<file path="src/design/vdm_pkg.sv">
// ----------------------------------------------------------------------------
// vdm_pkg
// Widths, sequencer states and shared constants of the vector distance block.
// ----------------------------------------------------------------------------
package vdm_pkg;

  localparam int ELEM_W     = 32;
  localparam int DIFF_W     = 33;
  localparam int SQUARE_W   = 64;
  localparam int ABS_W      = 48;
  localparam int MAX_W      = 33;
  localparam int RATIO_W    = 32;
  localparam int EUCLID_W   = 32;
  localparam int CU_W       = 65;
  localparam int SQRT_STEPS = 32;

  typedef enum logic [2:0] {
    ST_IDLE,
    ST_PREP,
    ST_MUL,
    ST_ACC,
    ST_DIV,
    ST_RATIO,
    ST_SQRT,
    ST_DONE
  } state_t;

endpackage

</file>
<file path="src/design/vdm_channels.sv">
// ----------------------------------------------------------------------------
// vdm_channels
// Ready/valid channels for element pairs in and distance results out.
// ----------------------------------------------------------------------------
interface vdm_in_if import vdm_pkg::*; ();
  logic                     valid;
  logic                     ready;
  logic signed [ELEM_W-1:0] elem_a;
  logic signed [ELEM_W-1:0] elem_b;
  logic                     last_pair;

  modport source (output valid, elem_a, elem_b, last_pair, input ready);
  modport sink   (input valid, elem_a, elem_b, last_pair, output ready);
endinterface

interface vdm_out_if import vdm_pkg::*; ();
  logic                  valid;
  logic                  ready;
  logic [EUCLID_W-1:0]   euclid_dist;
  logic [ABS_W-1:0]      manhattan_dist;
  logic [MAX_W-1:0]      chebyshev_dist;
  logic [RATIO_W-1:0]    canberra_dist;

  modport source (output valid, euclid_dist, manhattan_dist, chebyshev_dist,
                  canberra_dist, input ready);
  modport sink   (input valid, euclid_dist, manhattan_dist, chebyshev_dist,
                  canberra_dist, output ready);
endinterface

</file>
<file path="src/design/vdm_cmpsub.sv">
// ----------------------------------------------------------------------------
// vdm_cmpsub
// Shared compare-and-subtract unit used by the divider and the square root.
// ----------------------------------------------------------------------------
module vdm_cmpsub import vdm_pkg::*; (
  input  logic [CU_W-1:0] minuend,
  input  logic [CU_W-1:0] subtrahend,
  output logic            ge,
  output logic [CU_W-1:0] diff
);

  logic [CU_W:0] wide;

  assign wide = {1'b0, minuend} - {1'b0, subtrahend};
  assign ge   = ~wide[CU_W];
  assign diff = wide[CU_W-1:0];

endmodule

</file>
<file path="src/design/vector_distance_metrics.sv">
// ----------------------------------------------------------------------------
// vector_distance_metrics
// Euclidean, Manhattan, Chebyshev and Canberra distances over streamed pairs.
// ----------------------------------------------------------------------------
//  Channel | Direction | Payload
//  pairs   | in        | elem_a, elem_b (signed fixed point), last_pair
//  dists   | out       | euclid_dist, manhattan_dist, chebyshev_dist, canberra_dist
//
//  An accepted pair runs PREP, MUL, ACC, DIV (skipped when both elements are
//  zero) and RATIO before the next pair is taken; the restoring divider
//  produces one quotient bit per cycle in the shared compare-subtract unit.
//  A final pair adds 32 square root steps in the same unit, then the load of
//  the output register, which waits while an earlier result is still held
//  there. Synchronous reset clears the sequencer, the accumulators and the
//  output valid flag.
// ----------------------------------------------------------------------------
module vector_distance_metrics import vdm_pkg::*; #(
  parameter int FRAC_BITS = 16
) (
  input  logic      clk,
  input  logic      rst,
  vdm_in_if.sink    pairs,
  vdm_out_if.source dists
);

  localparam int QUO_W = FRAC_BITS + 1;
  localparam int CNT_W = $clog2((QUO_W > SQRT_STEPS) ? QUO_W : SQRT_STEPS);
  localparam int REM_W = DIFF_W;

  state_t state;
  state_t state_next;

  logic signed [ELEM_W-1:0] a_r;
  logic signed [ELEM_W-1:0] b_r;
  logic                     last_r;
  logic [DIFF_W-1:0]        diff_r;
  logic [DIFF_W-1:0]        den_r;
  logic [SQUARE_W-1:0]      sq_r;

  logic [SQUARE_W-1:0] sum_squares;
  logic [ABS_W-1:0]    sum_absolute;
  logic [MAX_W-1:0]    max_absolute;
  logic [RATIO_W-1:0]  ratio_sum;

  logic [REM_W-1:0]    rem;
  logic [QUO_W-1:0]    dlow;
  logic [QUO_W-1:0]    quo;
  logic [CNT_W-1:0]    cnt;
  logic [SQUARE_W-1:0] root_x;
  logic [SQUARE_W-1:0] root_res;
  logic [SQUARE_W-1:0] root_bit;

  logic            in_ready;
  logic            out_free;
  logic            out_load;
  logic [CU_W-1:0] cu_a;
  logic [CU_W-1:0] cu_b;
  logic            cu_ge;
  logic [CU_W-1:0] cu_diff;

  logic signed [DIFF_W-1:0] sub_ab;
  logic [DIFF_W-1:0]        abs_ab;
  logic [ELEM_W-1:0]        mag_a;
  logic [ELEM_W-1:0]        mag_b;
  logic [SQUARE_W-1:0]      prod;
  logic [SQUARE_W:0]        sq_add;
  logic [ABS_W:0]           abs_add;
  logic [RATIO_W:0]         ratio_add;
  logic [REM_W:0]           rem_shift;
  logic [SQUARE_W-1:0]      root_try;

  vdm_cmpsub u_cmpsub (
    .minuend    (cu_a),
    .subtrahend (cu_b),
    .ge         (cu_ge),
    .diff       (cu_diff)
  );

  assign sub_ab    = {a_r[ELEM_W-1], a_r} - {b_r[ELEM_W-1], b_r};
  assign abs_ab    = sub_ab[DIFF_W-1] ? DIFF_W'(-sub_ab) : DIFF_W'(sub_ab);
  assign mag_a     = a_r[ELEM_W-1] ? ELEM_W'(-a_r) : ELEM_W'(a_r);
  assign mag_b     = b_r[ELEM_W-1] ? ELEM_W'(-b_r) : ELEM_W'(b_r);
  assign prod      = SQUARE_W'(diff_r[ELEM_W-1:0]) * SQUARE_W'(diff_r[ELEM_W-1:0]);
  assign sq_add    = {1'b0, sum_squares} + {1'b0, sq_r};
  assign abs_add   = {1'b0, sum_absolute} + (ABS_W + 1)'(diff_r);
  assign ratio_add = {1'b0, ratio_sum} + (RATIO_W + 1)'(quo);
  assign rem_shift = {rem, dlow[QUO_W-1]};
  assign root_try  = root_res + root_bit;
  assign out_free  = ~dists.valid | dists.ready;
  assign pairs.ready = in_ready;

  always_comb begin
    cu_a = '0;
    cu_b = '0;
    unique case (state)
      ST_DIV: begin
        cu_a = CU_W'(rem_shift);
        cu_b = CU_W'(den_r);
      end
      ST_SQRT: begin
        cu_a = CU_W'(root_x);
        cu_b = CU_W'(root_try);
      end
      default: begin
        cu_a = '0;
        cu_b = '0;
      end
    endcase
  end

  always_comb begin
    state_next = state;
    unique case (state)
      ST_IDLE:  if (pairs.valid) state_next = ST_PREP;
      ST_PREP:  state_next = ST_MUL;
      ST_MUL:   state_next = ST_ACC;
      ST_ACC:   state_next = (den_r != '0) ? ST_DIV : ST_RATIO;
      ST_DIV:   if (cnt == '0) state_next = ST_RATIO;
      ST_RATIO: state_next = last_r ? ST_SQRT : ST_IDLE;
      ST_SQRT:  if (cnt == '0) state_next = ST_DONE;
      ST_DONE:  if (out_free) state_next = ST_IDLE;
      default:  state_next = ST_IDLE;
    endcase
  end

  always_comb begin
    in_ready = (state == ST_IDLE);
    out_load = (state == ST_DONE) && out_free;
  end

  always_ff @(posedge clk) begin
    if (rst) begin
      state <= ST_IDLE;
    end else begin
      state <= state_next;
    end
  end

  always_ff @(posedge clk) begin
    if (rst) begin
      sum_squares  <= '0;
      sum_absolute <= '0;
      max_absolute <= '0;
      ratio_sum    <= '0;
    end else begin
      unique case (state)
        ST_ACC: begin
          sum_squares  <= sq_add[SQUARE_W] ? '1 : sq_add[SQUARE_W-1:0];
          sum_absolute <= abs_add[ABS_W] ? '1 : abs_add[ABS_W-1:0];
          if (diff_r > max_absolute) begin
            max_absolute <= diff_r;
          end
        end
        ST_RATIO: begin
          ratio_sum <= ratio_add[RATIO_W] ? '1 : ratio_add[RATIO_W-1:0];
        end
        ST_DONE: begin
          if (out_free) begin
            sum_squares  <= '0;
            sum_absolute <= '0;
            max_absolute <= '0;
            ratio_sum    <= '0;
          end
        end
        default: begin
        end
      endcase
    end
  end

  always_ff @(posedge clk) begin
    unique case (state)
      ST_IDLE: begin
        if (pairs.valid) begin
          a_r    <= pairs.elem_a;
          b_r    <= pairs.elem_b;
          last_r <= pairs.last_pair;
        end
      end
      ST_PREP: begin
        diff_r <= abs_ab;
        den_r  <= DIFF_W'(mag_a) + DIFF_W'(mag_b);
      end
      ST_MUL: begin
        sq_r <= diff_r[DIFF_W-1] ? '1 : prod;
      end
      ST_ACC: begin
        rem  <= REM_W'(diff_r[DIFF_W-1:1]);
        dlow <= {diff_r[0], FRAC_BITS'(0)};
        quo  <= '0;
        cnt  <= CNT_W'(FRAC_BITS);
      end
      ST_DIV: begin
        rem  <= cu_ge ? cu_diff[REM_W-1:0] : rem_shift[REM_W-1:0];
        dlow <= dlow << 1;
        quo  <= {quo[QUO_W-2:0], cu_ge};
        cnt  <= cnt - 1'b1;
      end
      ST_RATIO: begin
        root_x   <= sum_squares;
        root_res <= '0;
        root_bit <= SQUARE_W'(1) << (SQUARE_W - 2);
        cnt      <= CNT_W'(SQRT_STEPS - 1);
      end
      ST_SQRT: begin
        if (cu_ge) begin
          root_x   <= cu_diff[SQUARE_W-1:0];
          root_res <= (root_res >> 1) + root_bit;
        end else begin
          root_res <= root_res >> 1;
        end
        root_bit <= root_bit >> 2;
        cnt      <= cnt - 1'b1;
      end
      default: begin
      end
    endcase
  end

  always_ff @(posedge clk) begin
    if (rst) begin
      dists.valid <= 1'b0;
    end else if (out_load) begin
      dists.valid <= 1'b1;
    end else if (dists.ready) begin
      dists.valid <= 1'b0;
    end
  end

  always_ff @(posedge clk) begin
    if (out_load) begin
      dists.euclid_dist    <= root_res[EUCLID_W-1:0];
      dists.manhattan_dist <= sum_absolute;
      dists.chebyshev_dist <= max_absolute;
      dists.canberra_dist  <= ratio_sum;
    end
  end

`ifndef SYNTHESIS
  // A new result only appears after the sequencer has finished a final pair.
  a_result_from_done: assert property (@(posedge clk) disable iff (rst)
    $rose(dists.valid) |-> $past(state == ST_DONE))
    else $error("result appeared without a finished final pair");

  // The partial remainder stays below the divisor throughout the division.
  a_rem_below_den: assert property (@(posedge clk) disable iff (rst)
    (state == ST_DIV) |-> (REM_W'(rem) < den_r))
    else $error("divider remainder reached the divisor");

  // A Canberra term never exceeds one.
  a_term_at_most_one: assert property (@(posedge clk) disable iff (rst)
    (state == ST_RATIO) |-> (quo <= (QUO_W'(1) << FRAC_BITS)))
    else $error("Canberra term above one");

  // The largest difference never exceeds the sum of differences.
  a_max_within_sum: assert property (@(posedge clk) disable iff (rst)
    (ABS_W'(max_absolute) <= sum_absolute))
    else $error("largest difference exceeds the sum of differences");

  // Loading a result leaves every accumulator cleared.
  a_clear_after_load: assert property (@(posedge clk) disable iff (rst)
    out_load |=> (sum_squares == '0 && sum_absolute == '0 &&
                  max_absolute == '0 && ratio_sum == '0))
    else $error("accumulators not cleared after a result");
`endif

endmodule
</file>
<file path="src/flat_wrapper.sv">
// flat-port wrapper written by rule: the top's interface ports become plain ports
module vector_distance_metrics_flat import vdm_pkg::*;
#(
  parameter int FRAC_BITS = 16
)
  (clk, rst, pairs_valid, pairs_elem_a, pairs_elem_b, pairs_last_pair, pairs_ready, dists_valid, dists_euclid_dist, dists_manhattan_dist, dists_chebyshev_dist, dists_canberra_dist, dists_ready);
  vdm_in_if pairs_i ();
  vdm_out_if dists_i ();
  input  logic clk;
  input  logic rst;
  input wire logic [$bits(pairs_i.valid)-1:0] pairs_valid;
  input wire logic [$bits(pairs_i.elem_a)-1:0] pairs_elem_a;
  input wire logic [$bits(pairs_i.elem_b)-1:0] pairs_elem_b;
  input wire logic [$bits(pairs_i.last_pair)-1:0] pairs_last_pair;
  output wire logic [$bits(pairs_i.ready)-1:0] pairs_ready;
  output wire logic [$bits(dists_i.valid)-1:0] dists_valid;
  output wire logic [$bits(dists_i.euclid_dist)-1:0] dists_euclid_dist;
  output wire logic [$bits(dists_i.manhattan_dist)-1:0] dists_manhattan_dist;
  output wire logic [$bits(dists_i.chebyshev_dist)-1:0] dists_chebyshev_dist;
  output wire logic [$bits(dists_i.canberra_dist)-1:0] dists_canberra_dist;
  input wire logic [$bits(dists_i.ready)-1:0] dists_ready;
  assign pairs_i.valid = pairs_valid;
  assign pairs_i.elem_a = pairs_elem_a;
  assign pairs_i.elem_b = pairs_elem_b;
  assign pairs_i.last_pair = pairs_last_pair;
  assign pairs_ready = pairs_i.ready;
  assign dists_valid = dists_i.valid;
  assign dists_euclid_dist = dists_i.euclid_dist;
  assign dists_manhattan_dist = dists_i.manhattan_dist;
  assign dists_chebyshev_dist = dists_i.chebyshev_dist;
  assign dists_canberra_dist = dists_i.canberra_dist;
  assign dists_i.ready = dists_ready;
  vector_distance_metrics #(.FRAC_BITS(FRAC_BITS)) u_core (.clk(clk), .rst(rst), .pairs(pairs_i), .dists(dists_i));
endmodule
</file>
<file path="config.mk">
export PLATFORM = sky130hd
export DESIGN_NAME = vector_distance_metrics_flat
export DESIGN_NICKNAME = d
export VERILOG_FILES = /design/src/design/vdm_pkg.sv /design/src/design/vdm_channels.sv /design/src/design/vdm_cmpsub.sv /design/src/design/vector_distance_metrics.sv /design/src/flat_wrapper.sv
export SDC_FILE = /design/constraint.sdc
export NUM_CORES = 2
export LEC_CHECK = 0
export BUFFER_PORTS_ARGS = -buffer_cell sky130_fd_sc_hd__buf_2
export CORE_ASPECT_RATIO = 2
export CORE_MARGIN = 2
export CORE_UTILIZATION = 59
export CTS_BUF_LIST = sky130_fd_sc_hd__clkbuf_16
export CTS_CLUSTER_SIZE = 20
export DETAILED_ROUTE_END_ITERATION = 10
export PLACE_DENSITY = 0.79
export SYNTH_ARGS = -nofsm -noshare
export SYNTH_HDL_FRONTEND = slang
export SYNTH_HIERARCHICAL = 1
export SYNTH_SLANG_ARGS = --single-unit
</file>
<file path="constraint.sdc">
create_clock -name clk -period 7.3 [get_ports clk]
set_input_delay 1.095 -clock clk [delete_from_list [all_inputs] [get_ports clk]]
set_output_delay 1.095 -clock clk [all_outputs]
set_load 0.01 [all_outputs]
</file>
==> qor.csv <==
stage,metric,value,unit
outcome,status,finished with violations,
outcome,violations,setup timing,
layout,fin_area,90600,sq um
drt,wl,253000,um
drt,drt-initial-drc-count,5705,
timing,fin_crit_sh,107,%
timing,maxSlewViolCount,0,
place,place_ws,-0.718,ns
timing,worst_slew_pin_slew,1.42,ns
critical_path,path_class,flip-flop to flip-flop,
logic_synthesis,synth_area,78000,sq um
floorplan,boundaryPins,216,
worst_hold_path,whs_endpoint,u_core/dists.chebyshev_dist[23],
drt,wl_per_cell,23.3,um
critical_path,reg2reg_depth,26,
layout,layout_common_cells,"1172 x inv_1, 830 x nand2_1, 739 x fa_1",
clock_network,clock_latency,0.72,ns
drt,drc,0,
layout,layout.nets,10597,
logic_synthesis,syn_area_per_cell,9.26,sq um
place,portBuffers,215,
layout,area_growth,16.1,%
critical_path,r2r_start,u_core/diff_r[13],
critical_path,worstPathArrival,8.33,ns
clock_network,numClockSinks,736,
grt,grt_pass1_wl,385000,um
place,dpl.hpwl,200000,um
floorplan,std_cell_rows,188,
floorplan,start_util,59.4,%
place,post_dp_cell_area,85600,sq um
drt,wl_met3,16000,um
timing,max_freq,128,MHz
timing,maxSlewHeadroom,4.54,%
grt,grt_start_max_net_pins,103,
timing,period_needed,7.83,ns
layout,drive_above_1_share,16.5,%
floorplan,die_w,261,um
grt,antenna_found_initial,13,
critical_path,critPathLaunchType,flip-flop,
place,gp_congestion,1.08,
floorplan,fp.dieH,518,um
timing,setup_ws,-0.526,ns
worst_hold_path,hold_depth,0,
critical_path,endpoint_kind,flip-flop,
clock_network,cts_tree,done,
critical_path,reg2reg_slack,-0.53,ns
drt,num_vias,66218,
clock_network,cts_hold_buf,0,
floorplan,core_area,131000,sq um
timing,clock_skew,0.0667,ns
clock_network,clkTransAtPathRegs,0.07,ns
drt,final_antenna_net_count,0,
clock_network,numCtsBuffers,72,
flow_run,drv_cap,0,
layout,final_common_cell,inv_1,
clock_network,clock_path_buffers,3,
layout,finalNonFillerCells,10861,
grt,grt_overflow,0,
place,dpl.cell_count,10641,
layout,utilization,69.0,%
drt,routed.top_layer,met5,
timing,rsz0062_at_grt,true,
layout,fillers,10058,
critical_path,critical_path_required,7.80,ns
logic_synthesis,synth-warning-count,6,
clock_network,ctsHtreeMaxLevel,3,
grt,grtUsageTotal,37.2,%
drt,wl_met1,80500,um
worst_hold_path,hold_class,flip-flop to flip-flop,
critical_path,path_max_fanout,6,
drt,viasPerCell,6.10,
drt,dr_wl_met2,128000,um
clock_network,root_buffer,clkbuf_16,
timing,setup-violations-final,31,
logic_synthesis,synth_cells,8429,
timing,hold_violations,0,
grt,first_global_vias,70133,
worst_hold_path,worstHoldStart,u_core/max_absolute[23],
floorplan,die_area,135000,sq um
critical_path,reg2reg_to,u_core/sq_r[61],
drt,first_pass_iters,8,
-- repair_timing --
item | CTS | global route
endpoints found under the setup margin | 37 | 57
resized for setup | 243 | 184
pin swaps | 82 | 114
cloned | 5 | 1
setup buffers | 50 | 32
-- how the worst max path moves through the flow --
stage / startpoint / endpoint / slack [ns] / depth (start not counted)
global route: u_core/diff_r[13] / u_core/sq_r[63] / -0.73 / 27
CTS: u_core/diff_r[16] / u_core/sq_r[63] / -0.45 / 27
global placement: u_core/diff_r[9] / u_core/sq_r[61] / -0.66 / 27
floorplan: u_core/diff_r[19] / u_core/sq_r[61] / -0.19 / 29
finish: u_core/diff_r[13] / u_core/sq_r[61] / -0.53 / 26
detailed placement: u_core/diff_r[9] / u_core/sq_r[61] / -0.72 / 26
-- worst max-delay path, cell delays in order, from the launching register on --
cell and delay, ns:
edfxtp_1 0.46, buf_6 0.17, buf_6 0.13, and2_4 0.14, fa_1 0.55, fa_1 0.44, fa_1 0.53, inv_2 0.06
fa_1 0.54, inv_2 0.04, fa_1 0.52, fa_1 0.52, fa_1 0.53, inv_2 0.04, fa_1 0.51, inv_2 0.05
ha_4 0.28, buf_6 0.11, nand4_1 0.11, or2_4 0.26, o22ai_4 0.16, o2111ai_2 0.17, a31o_4 0.29, o41ai_4 0.37
a21boi_2 0.12, mux2_4 0.31, a311oi_2 0.18
-- cell type report --
cell class,count,area (sq um),share of cell area [%]
antenna,5,12.5,0.0138
clock buffer,76,1900,2.10
clock inverter,57,701,0.774
inverter,1222,4610,5.09
multi-input combinational,6107,53300,58.8
sequential,736,20300,22.4
tap,1710,2140,2.36
timing repair buffer,948,7640,8.44
-- metrics by stage --
step           hold WS (ns)  setup TNS [ns]
2_1_floorplan         0.408          -0.524
3_3_place_gp          0.414          -12.06
3_5_place_dp          0.421          -13.28
4_1_cts               0.443           -6.27
5_1_grt               0.440          -16.28
6_report              0.438          -10.03
-- flip-flops by register name, summed over array words and instances (netlist names), 33 cells and up --
register                     flops
u_core/root_res                 64
u_core/root_x                   64
u_core/sq_r                     64
u_core/sum_squares              64
u_core/dists.manhattan_dist     48
u_core/sum_absolute             48
u_core/diff_r                   33
u_core/dists.chebyshev_dist     33
u_core/max_absolute             33
u_core/rem                      33
-- routing by layer --
layer,vias to the layer above,track usage (%)
li1,29765,-
met1,32222,36.4
met2,2952,66.1
met3,1271,6.64
met4,8,33.0
met5,-,0
Power is left out: the tool's default activity adds up to more than one toggle a clock period on the data nets, which glitch-free logic cannot reach.
